[config.mk]
export PLATFORM = sky130hd
export DESIGN_NAME = bresenham_line_rasterizer_core
export DESIGN_NICKNAME = d
export VERILOG_FILES = /design/src/hdl/brl_pkg.sv /design/src/hdl/brl_in_stage.sv /design/src/hdl/brl_engine.sv /design/src/hdl/brl_out_stage.sv /design/src/hdl/bresenham_line_rasterizer_core.sv
export SDC_FILE = /design/constraint.sdc
export NUM_CORES = 1
export LEC_CHECK = 0
export BUFFER_PORTS_ARGS = -buffer_cell sky130_fd_sc_hd__buf_2
export CORE_AREA = 2 2 220 222
export CTS_BUF_LIST = sky130_fd_sc_hd__clkbuf_16
export CTS_CLUSTER_SIZE = 28
export DETAILED_ROUTE_END_ITERATION = 8
export DIE_AREA = 0 0 222 224
export HOLD_SLACK_MARGIN = 0.05
export PLACE_DENSITY = 0.58
export SETUP_SLACK_MARGIN = 0.1
export SLEW_MARGIN = 25
export SYNTH_ARGS = -nofsm -noshare
export SYNTH_HDL_FRONTEND = slang
export SYNTH_SLANG_ARGS = --single-unit
[constraint.sdc]
create_clock -name i_clk -period 8.6 [get_ports i_clk]
set_input_delay 0 -clock i_clk [delete_from_list [all_inputs] [get_ports i_clk]]
set_output_delay 0 -clock i_clk [all_outputs]
set_load 0.02 [all_outputs]
[src/hdl/brl_pkg.sv]
// Shared constants and operation codes for the line rasterizer.
`default_nettype none

package brl_pkg;

    // Width of the color carried with each line
    localparam int COLOR_BITS = 24;

    // Item kind carried on the input tuser bit
    typedef enum logic {
        OP_LOAD = 1'b0,
        OP_STEP = 1'b1
    } t_op;

endpackage

`default_nettype wire

[src/hdl/brl_in_stage.sv]
// Input register: captures one item and splits tdata into its fields.
`default_nettype none

module brl_in_stage
    import brl_pkg::*;
#(
    parameter int COORD_BITS = 16,
    parameter int DATA_W     = 88
) (
    input  wire logic                         i_clk,
    input  wire logic                         i_rst_n,
    input  wire logic                         i_valid,
    output logic                              o_ready,
    input  wire logic [DATA_W-1:0]            i_data,
    input  wire logic                         i_user,
    input  wire logic                         i_advance,
    output logic                              o_valid,
    output t_op                               o_op,
    output logic signed [COORD_BITS-1:0]      o_x_start,
    output logic signed [COORD_BITS-1:0]      o_y_start,
    output logic signed [COORD_BITS-1:0]      o_x_end,
    output logic signed [COORD_BITS-1:0]      o_y_end,
    output logic [COLOR_BITS-1:0]             o_color
);

    logic                 r_valid;
    logic [DATA_W-1:0]    r_data;
    logic                 r_user;

    // Take a new item when empty or whenever the held one moves on this cycle
    assign o_ready = !r_valid || i_advance;

    // Hold valid under reset
    always_ff @(posedge i_clk) begin
        if (!i_rst_n) begin
            r_valid <= 1'b0;
        end else if (o_ready) begin
            r_valid <= i_valid;
        end
    end

    // Hold the payload
    always_ff @(posedge i_clk) begin
        if (o_ready && i_valid) begin
            r_data <= i_data;
            r_user <= i_user;
        end
    end

    // Unpack fields, first field in the lowest bits
    assign o_valid   = r_valid;
    assign o_op      = t_op'(r_user);
    assign o_x_start = r_data[0*COORD_BITS +: COORD_BITS];
    assign o_y_start = r_data[1*COORD_BITS +: COORD_BITS];
    assign o_x_end   = r_data[2*COORD_BITS +: COORD_BITS];
    assign o_y_end   = r_data[3*COORD_BITS +: COORD_BITS];
    assign o_color   = r_data[4*COORD_BITS +: COLOR_BITS];

endmodule

`default_nettype wire

[src/hdl/brl_engine.sv]
// Line state and the per-item load or step logic of the rasterizer.
`default_nettype none

module brl_engine
    import brl_pkg::*;
#(
    parameter int COORD_BITS = 16
) (
    input  wire logic                         i_clk,
    input  wire logic                         i_rst_n,
    input  wire logic                         i_valid,
    input  wire logic                         i_advance,
    input  wire t_op                          i_op,
    input  wire logic signed [COORD_BITS-1:0] i_x_start,
    input  wire logic signed [COORD_BITS-1:0] i_y_start,
    input  wire logic signed [COORD_BITS-1:0] i_x_end,
    input  wire logic signed [COORD_BITS-1:0] i_y_end,
    input  wire logic [COLOR_BITS-1:0]        i_color,
    output logic                              o_res_valid,
    output logic [COORD_BITS-1:0]             o_pixel_x,
    output logic [COORD_BITS-1:0]             o_pixel_y,
    output logic [COLOR_BITS-1:0]             o_pixel_color,
    output logic                              o_last
);

    localparam int N = COORD_BITS;

    // Line state
    logic                 r_busy;
    logic [N-1:0]         r_x;
    logic [N-1:0]         r_y;
    logic signed [N+2:0]  r_err;
    logic [N-1:0]         r_steps;
    logic                 r_minor_neg;
    logic                 r_x_major;
    logic [N:0]           r_inc_str;
    logic signed [N+1:0]  r_inc_diag;
    logic [COLOR_BITS-1:0] r_color;

    logic                 n_busy;
    logic [N-1:0]         n_x;
    logic [N-1:0]         n_y;
    logic signed [N+2:0]  n_err;
    logic [N-1:0]         n_steps;
    logic                 n_minor_neg;
    logic                 n_x_major;
    logic [N:0]           n_inc_str;
    logic signed [N+1:0]  n_inc_diag;
    logic [COLOR_BITS-1:0] n_color;

    // Load datapath
    logic signed [N:0]    dx_full;
    logic signed [N:0]    dy_full;
    logic [N-1:0]         dx;
    logic [N-1:0]         dy;
    logic                 x_major;
    logic                 x_fwd;
    logic                 y_fwd;
    logic                 same_point;
    logic [N-1:0]         major;
    logic [N-1:0]         minor;
    logic signed [N:0]    minor_less_major;

    // Step datapath
    logic                 diag;
    logic [N-1:0]         minor_coord;
    logic [N-1:0]         steps_dec;

    logic                 take;

    assign take = i_valid && i_advance;

    // Distances along each axis
    always_comb begin
        dx_full    = {i_x_end[N-1], i_x_end} - {i_x_start[N-1], i_x_start};
        dy_full    = {i_y_end[N-1], i_y_end} - {i_y_start[N-1], i_y_start};
        dx         = dx_full[N] ? N'(-dx_full) : dx_full[N-1:0];
        dy         = dy_full[N] ? N'(-dy_full) : dy_full[N-1:0];
        x_major    = dx >= dy;
        x_fwd      = i_x_start < i_x_end;
        y_fwd      = i_y_start < i_y_end;
        same_point = (i_x_start == i_x_end) && (i_y_start == i_y_end);
        major      = x_major ? dx : dy;
        minor      = x_major ? dy : dx;
        minor_less_major = {1'b0, minor} - {1'b0, major};
    end

    // Step decision and the moved minor coordinate
    always_comb begin
        diag        = !r_err[N+2];
        minor_coord = r_x_major ? r_y : r_x;
        if (diag) begin
            minor_coord = r_minor_neg ? minor_coord - N'(1) : minor_coord + N'(1);
        end
        steps_dec = r_steps - N'(1);
    end

    // Next state and the result of this item
    always_comb begin
        n_busy      = r_busy;
        n_x         = r_x;
        n_y         = r_y;
        n_err       = r_err;
        n_steps     = r_steps;
        n_minor_neg = r_minor_neg;
        n_x_major   = r_x_major;
        n_inc_str   = r_inc_str;
        n_inc_diag  = r_inc_diag;
        n_color     = r_color;
        o_res_valid = 1'b0;
        o_last      = 1'b0;

        if (i_op == OP_LOAD) begin
            o_res_valid = i_valid;
            n_color     = i_color;
            if (same_point) begin
                n_x     = i_x_start;
                n_y     = i_y_start;
                n_steps = '0;
                n_busy  = 1'b0;
                o_last  = 1'b1;
            end else begin
                // Start at the end with the smaller major coordinate
                if (x_major ? x_fwd : y_fwd) begin
                    n_x = i_x_start;
                    n_y = i_y_start;
                end else begin
                    n_x = i_x_end;
                    n_y = i_y_end;
                end
                if (x_major) begin
                    n_minor_neg = x_fwd ? (i_y_end < i_y_start) : y_fwd;
                end else begin
                    n_minor_neg = y_fwd ? (i_x_end < i_x_start) : x_fwd;
                end
                n_x_major  = x_major;
                n_inc_str  = {minor, 1'b0};
                n_inc_diag = {minor_less_major, 1'b0};
                n_err      = $signed({2'b00, minor, 1'b0}) - $signed({3'b000, major});
                n_steps    = major;
                n_busy     = 1'b1;
            end
        end else if (r_busy) begin
            o_res_valid = i_valid;
            n_err = diag ? r_err + {r_inc_diag[N+1], r_inc_diag}
                         : r_err + $signed({2'b00, r_inc_str});
            if (r_x_major) begin
                n_x = r_x + N'(1);
                n_y = minor_coord;
            end else begin
                n_y = r_y + N'(1);
                n_x = minor_coord;
            end
            n_steps = steps_dec;
            n_busy  = steps_dec != '0;
            o_last  = steps_dec == '0;
        end

        o_pixel_x     = n_x;
        o_pixel_y     = n_y;
        o_pixel_color = n_color;
    end

    // Busy flag under reset
    always_ff @(posedge i_clk) begin
        if (!i_rst_n) begin
            r_busy <= 1'b0;
        end else if (take) begin
            r_busy <= n_busy;
        end
    end

    // Advance the line state on each taken item
    always_ff @(posedge i_clk) begin
        if (take) begin
            r_x         <= n_x;
            r_y         <= n_y;
            r_err       <= n_err;
            r_steps     <= n_steps;
            r_minor_neg <= n_minor_neg;
            r_x_major   <= n_x_major;
            r_inc_str   <= n_inc_str;
            r_inc_diag  <= n_inc_diag;
            r_color     <= n_color;
        end
    end

endmodule

`default_nettype wire

[src/hdl/brl_out_stage.sv]
// Result register: holds one pixel item and packs it onto the output stream.
`default_nettype none

module brl_out_stage
    import brl_pkg::*;
#(
    parameter int COORD_BITS = 16,
    parameter int DATA_W     = 56
) (
    input  wire logic                  i_clk,
    input  wire logic                  i_rst_n,
    input  wire logic                  i_res_valid,
    input  wire logic [COORD_BITS-1:0] i_pixel_x,
    input  wire logic [COORD_BITS-1:0] i_pixel_y,
    input  wire logic [COLOR_BITS-1:0] i_pixel_color,
    input  wire logic                  i_last,
    output logic                       o_advance,
    output logic                       o_valid,
    input  wire logic                  i_ready,
    output logic [DATA_W-1:0]          o_data,
    output logic                       o_last
);

    localparam int PAY_W = 2 * COORD_BITS + COLOR_BITS;

    logic              r_valid;
    logic [PAY_W-1:0]  r_pay;
    logic              r_last;

    // The register frees when empty or when its item is taken
    assign o_advance = !r_valid || i_ready;

    // Hold valid under reset
    always_ff @(posedge i_clk) begin
        if (!i_rst_n) begin
            r_valid <= 1'b0;
        end else if (o_advance) begin
            r_valid <= i_res_valid;
        end
    end

    // Load the pixel
    always_ff @(posedge i_clk) begin
        if (o_advance && i_res_valid) begin
            r_pay  <= {i_pixel_color, i_pixel_y, i_pixel_x};
            r_last <= i_last;
        end
    end

    assign o_valid = r_valid;
    assign o_data  = DATA_W'(r_pay);
    assign o_last  = r_last;

endmodule

`default_nettype wire

[src/hdl/bresenham_line_rasterizer_core.sv]
// Top level of the Bresenham line rasterizer.
//
//  channel   dir  tdata (low bit up)                          tuser / tlast
//  s_axis    in   x_start, y_start, x_end, y_end, color, pad  tuser: operation
//  m_axis    out  pixel_x, pixel_y, pixel_color, pad          tlast: last_pixel
//
// One item enters per clock while m_axis does not stall; a pixel is presented on m_axis
// from the result register: the accepting edge loads the input register, and the result
// register takes the pixel through the single pass of add/compare logic between them
// when it frees. Step items while idle produce nothing.
// Reset (i_rst_n low, synchronous) empties both registers and makes the block
// idle. A stall on m_axis holds the result register and backs up into s_axis.
`default_nettype none

module bresenham_line_rasterizer_core
    import brl_pkg::*;
#(
    parameter int COORD_BITS = 16,
    localparam int IN_W  = ((4 * COORD_BITS + COLOR_BITS + 7) / 8) * 8,
    localparam int OUT_W = ((2 * COORD_BITS + COLOR_BITS + 7) / 8) * 8
) (
    input  wire logic             i_clk,
    input  wire logic             i_rst_n,
    input  wire logic             s_axis_tvalid,
    output logic                  s_axis_tready,
    input  wire logic [IN_W-1:0]  s_axis_tdata,   // x_start, y_start, x_end, y_end, color
    input  wire logic             s_axis_tuser,   // operation
    output logic                  m_axis_tvalid,
    input  wire logic             m_axis_tready,
    output logic [OUT_W-1:0]      m_axis_tdata,   // pixel_x, pixel_y, pixel_color
    output logic                  m_axis_tlast    // last_pixel
);

    logic                         advance;
    logic                         in_valid;
    t_op                          in_op;
    logic signed [COORD_BITS-1:0] x_start;
    logic signed [COORD_BITS-1:0] y_start;
    logic signed [COORD_BITS-1:0] x_end;
    logic signed [COORD_BITS-1:0] y_end;
    logic [COLOR_BITS-1:0]        color;
    logic                         res_valid;
    logic [COORD_BITS-1:0]        pixel_x;
    logic [COORD_BITS-1:0]        pixel_y;
    logic [COLOR_BITS-1:0]        pixel_color;
    logic                         last;

    brl_in_stage #(
        .COORD_BITS (COORD_BITS),
        .DATA_W     (IN_W)
    ) u_in_stage (
        .i_clk      (i_clk),
        .i_rst_n    (i_rst_n),
        .i_valid    (s_axis_tvalid),
        .o_ready    (s_axis_tready),
        .i_data     (s_axis_tdata),
        .i_user     (s_axis_tuser),
        .i_advance  (advance),
        .o_valid    (in_valid),
        .o_op       (in_op),
        .o_x_start  (x_start),
        .o_y_start  (y_start),
        .o_x_end    (x_end),
        .o_y_end    (y_end),
        .o_color    (color)
    );

    brl_engine #(
        .COORD_BITS (COORD_BITS)
    ) u_engine (
        .i_clk         (i_clk),
        .i_rst_n       (i_rst_n),
        .i_valid       (in_valid),
        .i_advance     (advance),
        .i_op          (in_op),
        .i_x_start     (x_start),
        .i_y_start     (y_start),
        .i_x_end       (x_end),
        .i_y_end       (y_end),
        .i_color       (color),
        .o_res_valid   (res_valid),
        .o_pixel_x     (pixel_x),
        .o_pixel_y     (pixel_y),
        .o_pixel_color (pixel_color),
        .o_last        (last)
    );

    brl_out_stage #(
        .COORD_BITS (COORD_BITS),
        .DATA_W     (OUT_W)
    ) u_out_stage (
        .i_clk         (i_clk),
        .i_rst_n       (i_rst_n),
        .i_res_valid   (res_valid),
        .i_pixel_x     (pixel_x),
        .i_pixel_y     (pixel_y),
        .i_pixel_color (pixel_color),
        .i_last        (last),
        .o_advance     (advance),
        .o_valid       (m_axis_tvalid),
        .i_ready       (m_axis_tready),
        .o_data        (m_axis_tdata),
        .o_last        (m_axis_tlast)
    );

endmodule

`default_nettype wire
==> impl_metrics.py <==
metrics = {
    "finish": {
        "drive_gt1_share_pct": 17.6,
        "fill_cells": 4426,
        "antenna_cells": 0,
        "multi_input_area_sq_um": 9030,
        "seqCellArea_sq_um": 8200,
        "synthToLayoutAreaGrowth_pct": 20.9,
        "finalNetCount": 2183,
    },
    "timing": {
        "finalSetupViolCount": 0,
        "slew_headroom_pct": 30.8,
        "setup_tns_ns": 0,
        "fmax_ghz": 0.124,
        "rsz0062_at_grt": "no",
        "worstMarginPinSlew_ns": 1.03,
        "finClkSkew_ns": 0.0236,
        "maxSlewViolCount": 0,
        "fin_crit_ns": 8.08,
        "hold_slack_ns": 0.112,
        "finalCritPeriodShare_pct": 94.0,
        "hold_viol": 0,
    },
    "setup_path": {
        "end_kind": "register",
        "crit_path_start_kind": "register",
        "cp_top_family": "compound AO/OA/AOI/OAI gates",
        "required_ns": 8.95,
        "crit_type": "register to register",
        "crit_path_frequent_cell": "a21o_1",
        "cp.arrival_ns": 8.43,
        "cpMaxStageDelayCell": "fa_1",
        "path_max_fanout": 15,
        "cpPeakStageDelay_ns": 0.46,
        "crit_buf_inv": 2,
    },
    "floorplanning": {
        "io_pins": 152,
        "num_rows": 80,
        "die_area_sq_um": 49700,
        "initial_utilization_pct": 37.5,
        "dieWidth_um": 222,
        "core_area_sq_um": 47300,
        "die_y_um": 224,
    },
    "logic_synthesis": {
        "synth-main-ff-cell": "edfxtp_1",
        "synth_top_family_by_area": "compound AO/OA/AOI/OAI gates",
        "synthAdderAreaFrac_pct": 7.61,
        "avgSynthCellArea_sq_um": 10.3,
        "synthMostInstantiatedCell": "edfxtp_1",
        "ys_ff_latch": 274,
        "ys_seq_area_share_pct": 46.2,
        "postSynthCellCount": 1727,
        "ys_types": 96,
        "synthXorXnorAreaFrac_pct": 5.91,
        "synth_edf_count": 271,
        "yosysWarnings": 0,
        "syn_nets": 1921,
        "synth_compound_area_share_pct": 18.2,
        "synth.top_cell.area_share_pct": 45.8,
        "synth_area_leaders": "edfxtp_1 46%, ha_1 6.8%, o21ai_0 3.8%",
        "yosys.area_share.simple_pct": 12.7,
        "yosys.area.top_type": "edfxtp_1",
        "synth-async-reset-ratio_pct": 0,
        "synthesis.area_sq_um": 17800,
        "synth.area.mux_share_pct": 5.58,
        "ys_top_cells_by_count": "271 x edfxtp_1, 157 x nand2_1, 136 x o21ai_0",
    },
    "power_and_ir_drop": {
        "power_density_nw_per_um2": 322,
        "p_leak_uw": 0.00850,
        "total_power_uw": 6920,
        "ir_worst_vdd_v": 0.000186,
    },
    "grt": {
        "grt_overflow": 0,
        "antenna_found_initial": 4,
        "grt_pass1_vias": 13500,
        "grtUsageTotal_pct": 19.7,
        "grt_pass1_wl_mm": 76.9,
        "grt_start_max_net_pins": 74,
    },
    "route": {
        "drt_iter0_markers": 1045,
        "route.detailed.drc": 0,
        "totalWireLength_mm": 50.4,
        "vias": 14200,
        "ant_nets": 0,
        "firstDrtPassIters": 5,
        "wl_per_cell_um": 19.2,
        "vias_per_cell": 5.38,
    },
    "placed_design": {
        "numPortBuffers": 151,
        "gp_congestion": 0.904,
        "dp_hpwl_mm": 37.2,
    },
    "clocking": {
        "cts_buffers": 31,
        "cts_tree": "built",
        "path_clk_slew_ns": 0.07,
        "htree_levels": 1,
        "cts.sinks": 274,
        "clk_latency_ns": 0.59,
        "cts_buffer_depth": 3,
        "cts_root_buffer": "clkbuf_16",
    },
    "job": {
        "drv_cap": 0,
    },
    "hold_path": {
        "hold_path_class": "primary input to register",
    },
    "outcome": {
        "status": "finished clean",
    },
}
repair_timing:
| item | 4_1_cts | 5_1_grt |
|---|---|---|
| endpoints found under the hold margin | 94 | 0 |
| gates cloned | 0 | 0 |
| hold buffers | 93 | 0 |
| buffers inserted | 0 | 6 |
| endpoints found under the setup margin | 2 | 12 |
| resized for setup | 1 | 28 |
| pin swaps | 0 | 10 |
worst paths after layout:
check / slack [ns] / to / cells after the start / startpoint
setup / recovery: 0.52 / u_engine.r_err[13] / 35 / u_in_stage.r_data[0]
hold / removal: 0.11 / u_in_stage.r_data[66] / 2 / s_axis_tdata[66]
setup reg to reg: 0.52 / u_engine.r_err[13] / 35 / u_in_stage.r_data[0]
hold reg to reg: 0.53 / u_out_stage.o_valid / 2 / u_out_stage.o_valid
registers in the layout, summed over array words and instances (netlist names):
signal	cells
u_engine.r_steps	16
u_out_stage.o_last	1
u_engine.r_x	16
u_in_stage.o_valid	1
u_out_stage.o_valid	1
u_engine.r_x_major	1
u_in_stage.r_data	88
u_engine.r_err	18
u_engine.r_color	24
u_engine.r_minor_neg	1
u_engine.r_inc_diag	17
u_in_stage.o_op	1
u_out_stage.o_data	56
u_engine.r_inc_str	16
u_engine.r_busy	1
u_engine.r_y	16
metal layers:
metal / GRT usage, % / wire length [um] / share of wire, %
met5: 0 / 12 / 0.024
met4: 4.84 / 1180 / 2.3
met3: 3.87 / 3320 / 6.6
met2: 32.4 / 23300 / 46
met1: 26.9 / 22600 / 45
stage by stage:
stage,util [%],instances,area (sq um),setup slack [ns]
floorplan,-,1727,17800,0.151
detailed placement,40.9,2472,19400,0.0731
finish,45.3,2628,21500,0.519
CTS,44.9,2622,21300,0.198
global placement,40.9,2472,19400,0.279
global route,45.3,2628,21500,0.0471
final cells by class:
class                   instances  area share, %
repair buffers                297           9.71
clock inverters                26          0.962
multi-input cells            1279           42.1
well taps                     615           3.59
clock buffers                  31           3.61
flip-flops and latches        274           38.2
inverters                     106           1.85
layout by cell type, fill, tap and decap left out, types with 21 or more instances in the layout:
| cell | synthesis | final |
|---|---|---|
| a21o_1 | 29 | 29 |
| a21oi_1 | 135 | 130 |
| and3_1 | 25 | 25 |
| buf_2 | 11 | 151 |
| buf_4 | 0 | 53 |
| clkbuf_16 | 0 | 31 |
| dlygate4sd3_1 | 0 | 93 |
| edfxtp_1 | 271 | 271 |
| ha_1 | 96 | 95 |
| inv_1 | 101 | 105 |
| mux2_2 | 47 | 47 |
| mux2i_1 | 46 | 46 |
| nand2_1 | 157 | 157 |
| nand3_1 | 39 | 39 |
| nor2_1 | 104 | 101 |
| nor3_1 | 21 | 21 |
| o21ai_0 | 136 | 132 |
| xnor2_1 | 71 | 67 |
| xor2_1 | 47 | 46 |
cells by family (layout without fill, tap and decap cells):
kind of cell,Yosys count,count (layout)
AOI/OAI and AO/OA,494,494
and+or+nand+nor,467,467
DFF,274,274
buffers and inverters,174,460
xor gates and xnor gates,119,119
adders and majority gates,106,106
muxes,93,93
where the power goes:
group	switching, uW	leakage (uW)	internal, uW
registers	60.7	0.00258	1760
clock network	552	0.000499	742
logic	2300	0.00542	1500
Power figures use the tool's default switching activity.
